File: src/sha_pkg.sv
// Package with the shared types, constants and round table of the SHA-256 hasher.
`timescale 1ns / 1ps
package sha_pkg;
	localparam logic [1:0] BSEL_DATA = 2'd0;
	localparam logic [1:0] BSEL_MARK = 2'd1;
	localparam logic [1:0] BSEL_ZERO = 2'd2;
	localparam logic [1:0] BSEL_LEN  = 2'd3;

	localparam logic [7:0] PAD_MARK = 8'h80;

	typedef logic [31:0] word_t;

	// Commands from the controller to the datapath.
	typedef struct packed {
		logic       load;
		logic [1:0] bsel;
		logic       count;
		logic       start;
		logic       round;
		logic [5:0] rnd;
		logic       add;
		logic [2:0] idx;
		logic       restart;
	} cmd_t;

	// Status from the datapath to the controller.
	typedef struct packed {
		logic [5:0] fill;
	} stat_t;

	function automatic word_t init_hash(input logic [2:0] i);
		word_t r;
		unique case (i)
			3'd0: r = 32'h6a09e667;
			3'd1: r = 32'hbb67ae85;
			3'd2: r = 32'h3c6ef372;
			3'd3: r = 32'ha54ff53a;
			3'd4: r = 32'h510e527f;
			3'd5: r = 32'h9b05688c;
			3'd6: r = 32'h1f83d9ab;
			default: r = 32'h5be0cd19;
		endcase
		return r;
	endfunction

	function automatic word_t round_k(input logic [5:0] i);
		word_t r;
		unique case (i)
			6'd0: r = 32'h428a2f98; 6'd1: r = 32'h71374491; 6'd2: r = 32'hb5c0fbcf;
			6'd3: r = 32'he9b5dba5; 6'd4: r = 32'h3956c25b; 6'd5: r = 32'h59f111f1;
			6'd6: r = 32'h923f82a4; 6'd7: r = 32'hab1c5ed5; 6'd8: r = 32'hd807aa98;
			6'd9: r = 32'h12835b01; 6'd10: r = 32'h243185be; 6'd11: r = 32'h550c7dc3;
			6'd12: r = 32'h72be5d74; 6'd13: r = 32'h80deb1fe; 6'd14: r = 32'h9bdc06a7;
			6'd15: r = 32'hc19bf174; 6'd16: r = 32'he49b69c1; 6'd17: r = 32'hefbe4786;
			6'd18: r = 32'h0fc19dc6; 6'd19: r = 32'h240ca1cc; 6'd20: r = 32'h2de92c6f;
			6'd21: r = 32'h4a7484aa; 6'd22: r = 32'h5cb0a9dc; 6'd23: r = 32'h76f988da;
			6'd24: r = 32'h983e5152; 6'd25: r = 32'ha831c66d; 6'd26: r = 32'hb00327c8;
			6'd27: r = 32'hbf597fc7; 6'd28: r = 32'hc6e00bf3; 6'd29: r = 32'hd5a79147;
			6'd30: r = 32'h06ca6351; 6'd31: r = 32'h14292967; 6'd32: r = 32'h27b70a85;
			6'd33: r = 32'h2e1b2138; 6'd34: r = 32'h4d2c6dfc; 6'd35: r = 32'h53380d13;
			6'd36: r = 32'h650a7354; 6'd37: r = 32'h766a0abb; 6'd38: r = 32'h81c2c92e;
			6'd39: r = 32'h92722c85; 6'd40: r = 32'ha2bfe8a1; 6'd41: r = 32'ha81a664b;
			6'd42: r = 32'hc24b8b70; 6'd43: r = 32'hc76c51a3; 6'd44: r = 32'hd192e819;
			6'd45: r = 32'hd6990624; 6'd46: r = 32'hf40e3585; 6'd47: r = 32'h106aa070;
			6'd48: r = 32'h19a4c116; 6'd49: r = 32'h1e376c08; 6'd50: r = 32'h2748774c;
			6'd51: r = 32'h34b0bcb5; 6'd52: r = 32'h391c0cb3; 6'd53: r = 32'h4ed8aa4a;
			6'd54: r = 32'h5b9cca4f; 6'd55: r = 32'h682e6ff3; 6'd56: r = 32'h748f82ee;
			6'd57: r = 32'h78a5636f; 6'd58: r = 32'h84c87814; 6'd59: r = 32'h8cc70208;
			6'd60: r = 32'h90befffa; 6'd61: r = 32'ha4506ceb; 6'd62: r = 32'hbef9a3f7;
			default: r = 32'hc67178f2;
		endcase
		return r;
	endfunction
endpackage

File: src/sha_datapath.sv
// Datapath of the SHA-256 hasher: block buffer, schedule, rounds, chain and length.
`timescale 1ns / 1ps
module sha_datapath (
	input  logic          clk,
	input  logic          arst_n,
	input  sha_pkg::cmd_t cmd,
	input  logic [7:0]    data_byte,
	output sha_pkg::stat_t stat,
	output logic [31:0]   digest_word
);
	import sha_pkg::*;

	logic [511:0] blk_q;
	word_t        chain_q [8];
	word_t        v_q [8];
	logic [63:0]  bit_count_q;
	logic [5:0]   fill_q;
	logic [7:0]   byte_in;
	logic [7:0]   len_byte;
	word_t        w0, w1, w9, w14, w_new;
	word_t        sig0, sig1, t1, t2, ch, maj, s0, s1;

	// Length bytes go out most significant first.
	assign len_byte = 8'(bit_count_q >> (6'd56 - {fill_q[2:0], 3'b000}));

	// Byte source for the buffer.
	always_comb begin
		unique case (cmd.bsel)
			BSEL_DATA: byte_in = data_byte;
			BSEL_MARK: byte_in = PAD_MARK;
			BSEL_ZERO: byte_in = 8'h00;
			default:   byte_in = len_byte;
		endcase
	end

	// Message schedule taps and next word.
	assign w0  = blk_q[511:480];
	assign w1  = blk_q[479:448];
	assign w9  = blk_q[223:192];
	assign w14 = blk_q[63:32];
	assign sig0 = {w1[6:0], w1[31:7]} ^ {w1[17:0], w1[31:18]} ^ (w1 >> 3);
	assign sig1 = {w14[16:0], w14[31:17]} ^ {w14[18:0], w14[31:19]} ^ (w14 >> 10);
	assign w_new = sig1 + w9 + sig0 + w0;

	// Round function.
	assign s1  = {v_q[4][5:0], v_q[4][31:6]} ^ {v_q[4][10:0], v_q[4][31:11]}
		^ {v_q[4][24:0], v_q[4][31:25]};
	assign ch  = (v_q[4] & v_q[5]) ^ (~v_q[4] & v_q[6]);
	assign t1  = v_q[7] + s1 + ch + round_k(cmd.rnd) + w0;
	assign s0  = {v_q[0][1:0], v_q[0][31:2]} ^ {v_q[0][12:0], v_q[0][31:13]}
		^ {v_q[0][21:0], v_q[0][31:22]};
	assign maj = (v_q[0] & v_q[1]) ^ (v_q[0] & v_q[2]) ^ (v_q[1] & v_q[2]);
	assign t2  = s0 + maj;

	// Buffer doubles as the schedule window during rounds.
	always_ff @(posedge clk) begin
		if (cmd.load) begin
			blk_q <= {blk_q[503:0], byte_in};
		end else if (cmd.round) begin
			blk_q <= {blk_q[479:0], w_new};
		end
	end

	// Working variables.
	always_ff @(posedge clk) begin
		if (cmd.start) begin
			for (int i = 0; i < 8; i++) v_q[i] <= chain_q[i];
		end else if (cmd.round) begin
			v_q[7] <= v_q[6];
			v_q[6] <= v_q[5];
			v_q[5] <= v_q[4];
			v_q[4] <= v_q[3] + t1;
			v_q[3] <= v_q[2];
			v_q[2] <= v_q[1];
			v_q[1] <= v_q[0];
			v_q[0] <= t1 + t2;
		end
	end

	// Chain value, length and fill count.
	always_ff @(posedge clk or negedge arst_n) begin
		if (!arst_n) begin
			for (int i = 0; i < 8; i++) chain_q[i] <= init_hash(3'(i));
			bit_count_q <= '0;
			fill_q <= '0;
		end else begin
			if (cmd.restart) begin
				for (int i = 0; i < 8; i++) chain_q[i] <= init_hash(3'(i));
				bit_count_q <= '0;
			end else if (cmd.add) begin
				for (int i = 0; i < 8; i++) chain_q[i] <= chain_q[i] + v_q[i];
			end else if (cmd.count) begin
				bit_count_q <= bit_count_q + 64'd8;
			end
			if (cmd.load) fill_q <= fill_q + 6'd1;
		end
	end

	assign stat.fill = fill_q;
	assign digest_word = chain_q[cmd.idx];
endmodule

File: src/sha_ctrl.sv
// Controller state machine of the SHA-256 hasher.
`timescale 1ns / 1ps
module sha_ctrl (
	input  logic           clk,
	input  logic           arst_n,
	input  logic           in_valid,
	output logic           in_ready,
	input  logic           kind,
	output logic           out_valid,
	input  logic           out_ready,
	output logic [2:0]     word_index,
	output logic           last_word,
	input  sha_pkg::stat_t stat,
	output sha_pkg::cmd_t  cmd
);
	import sha_pkg::*;

	localparam logic [2:0] ST_IDLE = 3'd0;
	localparam logic [2:0] ST_PAD  = 3'd1;
	localparam logic [2:0] ST_COMP = 3'd2;
	localparam logic [2:0] ST_ADD  = 3'd3;
	localparam logic [2:0] ST_OUT  = 3'd4;

	logic [2:0] state_q, state_d;
	logic       pad_q, pad_d, first_q, first_d, lenok_q, lenok_d;
	logic [5:0] rnd_q, rnd_d;
	logic [2:0] idx_q, idx_d;

	// Next state and commands.
	always_comb begin
		state_d = state_q;
		pad_d = pad_q;
		first_d = first_q;
		lenok_d = lenok_q;
		rnd_d = rnd_q;
		idx_d = idx_q;
		cmd = '0;
		cmd.rnd = rnd_q;
		cmd.idx = idx_q;
		cmd.bsel = BSEL_DATA;
		unique case (state_q)
			ST_IDLE: begin
				if (in_valid) begin
					if (!kind) begin
						cmd.load = 1'b1;
						cmd.count = 1'b1;
						pad_d = 1'b0;
						if (stat.fill == 6'd63) begin
							cmd.start = 1'b1;
							rnd_d = '0;
							state_d = ST_COMP;
						end
					end else begin
						pad_d = 1'b1;
						first_d = 1'b1;
						lenok_d = (stat.fill < 6'd56);
						state_d = ST_PAD;
					end
				end
			end
			ST_PAD: begin
				cmd.load = 1'b1;
				priority if (first_q) begin
					cmd.bsel = BSEL_MARK;
				end else if (lenok_q && stat.fill >= 6'd56) begin
					cmd.bsel = BSEL_LEN;
				end else begin
					cmd.bsel = BSEL_ZERO;
				end
				first_d = 1'b0;
				if (stat.fill == 6'd63) begin
					cmd.start = 1'b1;
					rnd_d = '0;
					state_d = ST_COMP;
				end
			end
			ST_COMP: begin
				cmd.round = 1'b1;
				rnd_d = rnd_q + 6'd1;
				if (rnd_q == 6'd63) state_d = ST_ADD;
			end
			ST_ADD: begin
				cmd.add = 1'b1;
				priority if (!pad_q) begin
					state_d = ST_IDLE;
				end else if (lenok_q) begin
					idx_d = '0;
					state_d = ST_OUT;
				end else begin
					lenok_d = 1'b1;
					state_d = ST_PAD;
				end
			end
			ST_OUT: begin
				if (out_ready) begin
					idx_d = idx_q + 3'd1;
					if (idx_q == 3'd7) begin
						cmd.restart = 1'b1;
						pad_d = 1'b0;
						state_d = ST_IDLE;
					end
				end
			end
			default: state_d = ST_IDLE;
		endcase
	end

	// Control registers.
	always_ff @(posedge clk or negedge arst_n) begin
		if (!arst_n) begin
			state_q <= ST_IDLE;
			pad_q <= 1'b0;
			first_q <= 1'b0;
			lenok_q <= 1'b0;
			rnd_q <= '0;
			idx_q <= '0;
		end else begin
			state_q <= state_d;
			pad_q <= pad_d;
			first_q <= first_d;
			lenok_q <= lenok_d;
			rnd_q <= rnd_d;
			idx_q <= idx_d;
		end
	end

	assign in_ready = (state_q == ST_IDLE);
	assign out_valid = (state_q == ST_OUT);
	assign word_index = idx_q;
	assign last_word = (idx_q == 3'd7);
endmodule

File: src/sha256_byte_stream_hasher.sv
// Top level of the SHA-256 byte-stream hasher.
// Input channel: in_valid/in_ready with kind and data_byte. A word with kind 0
// adds one message byte; a word with kind 1 ends the message.
// Output channel: out_valid/out_ready with digest_word, word_index, last_word;
// a finish yields eight words, index 0 first, last_word set on index 7.
// The 64th message byte of a block starts the compression, which holds
// in_ready low through 64 rounds on one shared round unit and the chain add.
// A finish writes the padding one byte a cycle, then compresses; when fewer
// than 9 bytes of room remain a second padded block follows. The digest
// words then stream out at one per cycle while out_ready is high.
// When the receiver stalls, the current word holds and no input is taken.
// After the eighth word the chain and length return to their initial values.
// Reset is asynchronous and active low: the chain takes the SHA-256 initial
// values, the length and fill clear, and the block is ready for a new message.
`timescale 1ns / 1ps
module sha256_byte_stream_hasher (
	input  logic        clk,
	input  logic        arst_n,
	input  logic        in_valid,
	output logic        in_ready,
	input  logic        kind,
	input  logic [7:0]  data_byte,
	output logic        out_valid,
	input  logic        out_ready,
	output logic [31:0] digest_word,
	output logic [2:0]  word_index,
	output logic        last_word
);
	import sha_pkg::*;

	cmd_t  cmd;
	stat_t stat;

	// Controller.
	sha_ctrl u_ctrl (
		.clk(clk), .arst_n(arst_n),
		.in_valid(in_valid), .in_ready(in_ready), .kind(kind),
		.out_valid(out_valid), .out_ready(out_ready),
		.word_index(word_index), .last_word(last_word),
		.stat(stat), .cmd(cmd)
	);

	// Datapath.
	sha_datapath u_dp (
		.clk(clk), .arst_n(arst_n), .cmd(cmd), .data_byte(data_byte),
		.stat(stat), .digest_word(digest_word)
	);
endmodule

File: config.mk
export PLATFORM = sky130hd
export DESIGN_NAME = sha256_byte_stream_hasher
export DESIGN_NICKNAME = d
export VERILOG_FILES = /design/src/sha_pkg.sv /design/src/sha_datapath.sv /design/src/sha_ctrl.sv /design/src/sha256_byte_stream_hasher.sv
export SDC_FILE = /design/constraint.sdc
export NUM_CORES = 2
export LEC_CHECK = 0
export ABC_AREA = 1
export BUFFER_PORTS_ARGS = -buffer_cell sky130_fd_sc_hd__buf_4
export CAP_MARGIN = 5
export CORE_AREA = 5 5 457 459
export CTS_CLUSTER_DIAMETER = 30
export CTS_CLUSTER_SIZE = 30
export DETAILED_ROUTE_END_ITERATION = 10
export DIE_AREA = 0 0 462 464
export RECOVER_POWER = 50
export SETUP_SLACK_MARGIN = 0.15
export SYNTH_ARGS = -nofsm -noshare
export SYNTH_HDL_FRONTEND = slang
export SYNTH_SLANG_ARGS = --single-unit
File: constraint.sdc
create_clock -name clk -period 35.9 [get_ports clk]
set_clock_uncertainty 0.05 [all_clocks]
set_input_delay 0 -clock clk [delete_from_list [all_inputs] [get_ports clk]]
set_output_delay 0 -clock clk [all_outputs]
set_load 0.02 [all_outputs]
== After elaboration in Yosys (flattened, before gate mapping) ==
Memory sizes are Yosys's and may differ from the RTL's.
Index checks and enable logic that the tools add are counted.

* Magnitude comparators: 3
* Muxes and demuxes: 69
* Shift-type cells: 1
* Add/sub/neg operators: 23
* Bitwise logic cells: 26
* Equality and inequality tests: 18
* Reduce and logical (&&, ||, !) cells: 18

{| class="wikitable"
|+ Operators by type and width
! operator !! number
|-
| 512-bit two-way mux || 2
|-
| 32-bit adder || 18
|-
| 256-bit two-way mux || 2
|-
| 32-bit two-way mux || 10
|-
| 32-bit bitwise XOR || 9
|-
| 64-bit two-way mux || 3
|-
| 32-bit bitwise AND || 5
|-
| 32-bit binary-select mux with 3-bit select || 1
|-
| 64-bit by 4-bit adder with 64-bit output (second input constant) || 1
|-
| 64-bit by 6-bit >> shifter with 8-bit output || 1
|-
| 3-bit two-way mux || 11
|-
| 32-bit NOT || 1
|-
| 32-bit by 22-bit bitwise XOR with 32-bit output || 1
|-
| 32-bit by 29-bit bitwise XOR with 32-bit output || 1
|-
| 1-bit two-way mux || 24
|-
| 8-bit case mux with 3 select lines || 1
|-
| 6-bit two-way mux || 3
|-
| 6-bit case mux with 3 select lines || 1
|-
| 4-bit AND reduction || 4
|-
| 3-bit case mux with 5 select lines || 1
|-
| 2-bit nonzero test || 7
|-
| 6-bit by 1-bit adder with 6-bit output (second input constant) || 2
|-
| 6-bit equality test (second input constant) || 2
|-
| 2-bit by 1-bit != test with 1-bit output (second input constant) || 6
|-
| 22 further kinds || 41
|}

* Register bits: 853
* Bits in read-only memories: 2048
* Output and inout port bits: 38
* Memories kept: 2
* Bits in writable memories: 256
* Input port bits: 13
* Logic and storage cells: 177

{| class="wikitable"
|+ Memories
! memory !! words !! bits a word !! read ports !! clocked after Yosys merged registers in !! write ports !! line !! source
|-
| (no name shown) || 64 || 32 || 1 || 0 || 0 || sha_pkg.sv:48 || <nowiki>unique case (i)</nowiki>
|-
| u_dp.v_q || 8 || 32 || 8 || 0 || 8 || sha_datapath.sv:15 || <nowiki>word_t v_q [8];</nowiki>
|}

== Depth between registers and ports, before layout ==
An unclocked memory read counts as a cell.

* Depth in word-level cells: 9
* Depth in mapped cells: 45
* Mapped depth without buffers: 44

== Cells and area by module ==
A second synthesis with hierarchy kept.

* Cell total of the unflattened synthesis: 10480
* Area total of the unflattened synthesis: 81293.0 um2

{| class="wikitable"
|+ By module, submodules not included
! module !! sequential area each (um2) !! cells an instance !! times used !! area each (um2)
|-
| sha_datapath || 31315.0 || 10348 || 1 || 80349.6
|-
| sha_ctrl || 375.4 || 132 || 1 || 943.4
|}

== Worst setup path after synthesis ==
Ideal clock, no wire load.

* Kind: reg2reg
* Start: reg u_ctrl.state_q[2]
* End: reg u_dp.blk_q[0] (enable)
* Library setup time: 3.633 ns
* Data required time: 32.217 ns
* Cell stages (with the launch flop): 10
* Path buffers: 2
* Path slack: 22.447 ns
* Period minus slack after synthesis: 13.453 ns
* Data arrival time: 9.770 ns
* Path through: dfrtp_1 -> inv_2 -> nand2_1 -> nor2_2 -> nand3_4 -> nand2_1 -> inv_2 -> clkbuf_1 -> clkbuf_1 -> nand2_1

* Cells in the longest elaborated chain, start to end: 3
* Elaborated cells on any way between the ends: 6
* Classes of those cells: eq/ne (2); mux (2); reduce/logical (2)

{| class="wikitable"
|+ RTL lines
! item !! line !! source
|-
| from (decl) || sha_ctrl.sv:24 || <nowiki>logic [2:0] state_q, state_d;</nowiki>
|-
| from (signal assigned) || sha_ctrl.sv:118 || <nowiki>state_q <= state_d;</nowiki>
|-
| 3-bit logical NOT || -- ||
|-
| via in_ready || sha256_byte_stream_hasher.sv:20 || <nowiki>output logic in_ready,</nowiki>
|-
| 1-bit case mux with 2 select lines || sha_ctrl.sv:41 || <nowiki>unique case (state_q)</nowiki>
|-
| 2-bit nonzero test (no line) || -- ||
|-
| to (signal assigned) || sha_datapath.sv:58 || <nowiki>blk_q <= {blk_q[503:0], byte_in};</nowiki>
|-
| to (signal assigned) || sha_datapath.sv:60 || <nowiki>blk_q <= {blk_q[479:0], w_new};</nowiki>
|-
| to (decl) || sha_datapath.sv:13 || <nowiki>logic [511:0] blk_q;</nowiki>
|}

The timed path passes the listed nets, and every way through them passes these cells.
A chain may end at the register's enable or synchronous reset.

== Final worst setup path ==
* Start: reg u_ctrl.state_q[2]
* End: reg u_dp.blk_q[244], data pin

* Cells in the longest elaborated chain, start to end: 3
* Elaborated cells on any way between the ends: 4
* Classes of those cells: eq/ne (1); mux (2); reduce/logical (1)

{| class="wikitable"
|+ RTL lines
! item !! line !! source
|-
| 3-bit by 1-bit equality test with 1-bit output / 3-bit logical NOT (equally long branches) || sha_ctrl.sv:41 ||
|-
| 1-bit case mux with 2 select lines * || sha_ctrl.sv:41 ||
|-
| 512-bit two-way mux * || sha_datapath.sv:57 || <nowiki>if (cmd.load) begin</nowiki>
|}

Mark *: on every way between the ends. The rest lies on a longest branch, timed or not.

==> summary.md <==
| Metric | Value |
|---|---|
| Clk root buf | `clkbuf_16` |
| Netlist cell types | `64` |
| Register-to-Register Path Depth | `9` |
| I/O Buffers | `50` |
| YS warnings | `0` |
| Worst Hold Slack | `0.0543 ns` |
| Starting density of the core | `39.9%` |
| Final Setup Violations | `0` |
| Crit path kind | `reg2reg` |
| Residual DRC count | `0` |
| DR vias | `76800` |
| Global-route met3 utilization | `approximately 6.3%` |
| Bufs on Longest Clock Path | `4` |
| Final nets | `approximately 11000` |
| Hold Crit Class | `in2reg` |
| Die height | `roughly 460 um` |
| Post-synth ARST share | `a little under a third` |
| Status | `finished with violations` |
| Global-route wire length before repair | `502000 um` |
| Initial DRT Pass Iterations | `8` |
| DP Area | `about 84000 um^2` |
| Largest fanout on the critical path | `231` |
| Primary FF master, synth | `edfxtp_1` |
| # IOs | `between 50 and 60` |
| Total CTS buffers | `320` |
| Chip width | `roughly 460 um` |
| Final Hold Vio Count | `0` |
| Top Usage Layer GRT | `met2` |
| Max Cap Viol | `30` |
| Post-layout util | `a little under half` |
| Slew @ Worst Pin | `9.39 ns` |
| Routed WL per cell | `roughly 26 um` |
| Postcts setup bufs | `0` |
| Startpoint Class | `flop` |
| Worst-skew pair later-pin latency | `approximately 0.95 ns` |
| Layout cell share with drive strength beyond 1 | `7.13%` |
| Final ANT Viol Nets | `0` |
| Largest net degree at the start of global routing | `approximately 230` |
| Met1 usage | `roughly 43%` |
| Failing checks | `capacitance limit, slew limit` |
| GR Util met2 | `47.9%` |
| Critical path arrival | `roughly 14 ns` |
| Initial antenna violation count | `9` |
| Fmax | `roughly 77 MHz` |
| Fill cell count | `slightly above 20000` |
| Syn Std Cell Area | `81300 um^2` |
| Max Transition Viols Final | `about 2300` |
| Post-DP HPWL | `around 260000 um` |
| H-tree depth | `5` |
| Seq/Total Area, Yosys | `roughly two fifths` |
| Worst hold path cell count | `4` |
| # rows | `between 150 and 200` |
| Mapped Cells | `approximately 11000` |
| GRT Overall Usage | `around a third` |
| Design area | `between 90000 and 100000 um^2` |
| Area occupied by multi-input gates | `roughly 43000 um^2` |
| Gpl congestion | `about 1.1` |
| Core area | `roughly 200000 um^2` |
| Syn nets | `11100` |
| Synth-to-Final Area Change | `15.9%` |
| Final WL | `349000 um` |
| RSZ-0062 raised after global routing | `false` |
| Vias per cell | `roughly 5.7` |
| EDFF count, synth | `between 700 and 800` |
| Post-Route Setup TNS | `0 ns` |
| Rel. slew slack | `-526%` |
| Fin crit period | `13.06 ns` |
| Worst Setup End Kind | `flop` |
| Die area | `between 200000 and 250000 um^2` |
| Avg Cell Area, Syn | `7.71 um^2` |
| CP Data Required Time | `around 37 ns` |
| Clock sinks | `between 1000 and 1500` |
| Vias in the first global route | `roughly 74000` |
| Iteration-0 DRC Markers | `between 9000 and 10000` |
| Total gr overflow | `0` |
| Clock transition at path regs | `about 0.040 ns` |
| CTS tree | `built` |
| Final period util | `between 30% and 40%` |
| Sequential cell area | `approximately 32000 um^2` |
| Seq cells post-synth | `roughly 1100` |
[sequential cells by signal, summed over array words and instances, names as in the netlist]
name and cells:
u_ctrl.state_q 3, u_ctrl.pad_q 1, u_ctrl.word_index 3, u_dp.chain_q 256, u_dp.stat 6, u_ctrl.lenok_q 1, u_dp.blk_q 512, u_dp.bit_count_q 61
u_ctrl.first_q 1, u_ctrl.rnd_q 6, u_dp.v_q 256
[per-stage QoR]
step                cells  setup WS [ns]
floorplan           10500          22.45
global route        13500          21.41
global placement    12900          26.49
detailed placement  12900          26.62
CTS                 13500          26.51
finish              13500          22.84
[cell type report]
class	instances	share of cell area, %
clock buffers	402	9.12
repair buffers	140	1.08
multi-input cells	7728	45.7
clock inverters	167	1.90
well taps	2688	3.57
diodes	4	0.0106
inverters	1263	5.04
flip-flops and latches	1106	33.6
[Yosys cell counts (173+ instances only)]
master	number	share of area, %
ha_1	397	6.1
xor2_1	242	2.6
a21oi_1	679	4.2
fa_1	195	4.8
nand3_1	378	2.3
dfrtp_1	202	6.2
inv_1	1252	5.8
nand2_1	3169	15
edfxtp_1	768	28
o21ai_0	939	5.8
xnor2_1	173	1.9
clkbuf_1	352	1.6
nor2_1	639	3.0
[placed cells by master (no fill, tap or decap), types with 34 or more instances in the layout]
cell type  instances
dfstp_2          136
o22ai_1          132
o211ai_1          44
fa_1             195
nor3_1           121
dfrtp_1          201
o21ai_0          941
edfxtp_1         768
xor2_1           242
a31oi_1           84
o21bai_1          41
a21o_1            44
xnor2_1          173
a21oi_1          679
nor2_1           646
buf_4             93
nand4_1          104
inv_1           1250
bufinv_16         34
a21boi_0          39
o21a_1            39
clkbuf_16        324
clkbuf_1          86
nand2_1         3171
nand3_1          382
ha_1             397
clkinv_2          51
clkinv_1          39
[kinds of logic after synthesis]
group / count (synthesis) / synth area share [%]
compound gates: 2163 / 14.8
xor+xnor: 415 / 4.47
fa+ha+maj: 616 / 11.2
buf+inv: 1705 / 7.99
flops: 1106 / 39.0
mux: 1 / 0.0123
simple gates: 4533 / 22.5
[critical path, stage by stage (launching register included)]
cell and delay, ns:
dfrtp_1 0.38, inv_1 0.09, nand2_1 0.07, nor2_1 0.06
nand3_1 0.27, nand2_1 0.86, clkinvlp_2 2.20, clkbuf_1 6.65
nand2_1 1.69, nand2_1 0.37
[timing repair]
action,4_1_cts,5_1_grt
gates resized for setup,0,0
endpoints found under the setup margin,0,0
endpoints found under the hold margin,275,0
hold buffers,18,0
[path summary, 6_finish.rpt]
| kind | slack (ns) | startpoint | endpoint |
|---|---|---|---|
| worst min-delay path | 0.05 | data_byte[1] | u_dp.blk_q[1] |
| min in group asynchronous | 2.57 | arst_n | u_dp.chain_q[219] |
| worst min register to register | 0.43 | u_dp.stat[5] | u_dp.stat[5] |
| max in group asynchronous | 26.31 | arst_n | u_ctrl.word_index[1] |
| worst max-delay path | 22.84 | u_ctrl.state_q[2] | u_dp.blk_q[244] |
| worst max register to register | 22.84 | u_ctrl.state_q[2] | u_dp.blk_q[244] |
[routing by layer]
metal,vias to the layer above,share of wire [%]
li1,35100,-
met1,37000,41
met2,3821,43
met3,876,9.0
met4,6,6.4
met5,-,0.010
Power is not shown: default switching activity piles up to over one toggle a cycle in this logic, so the estimate is an artifact.
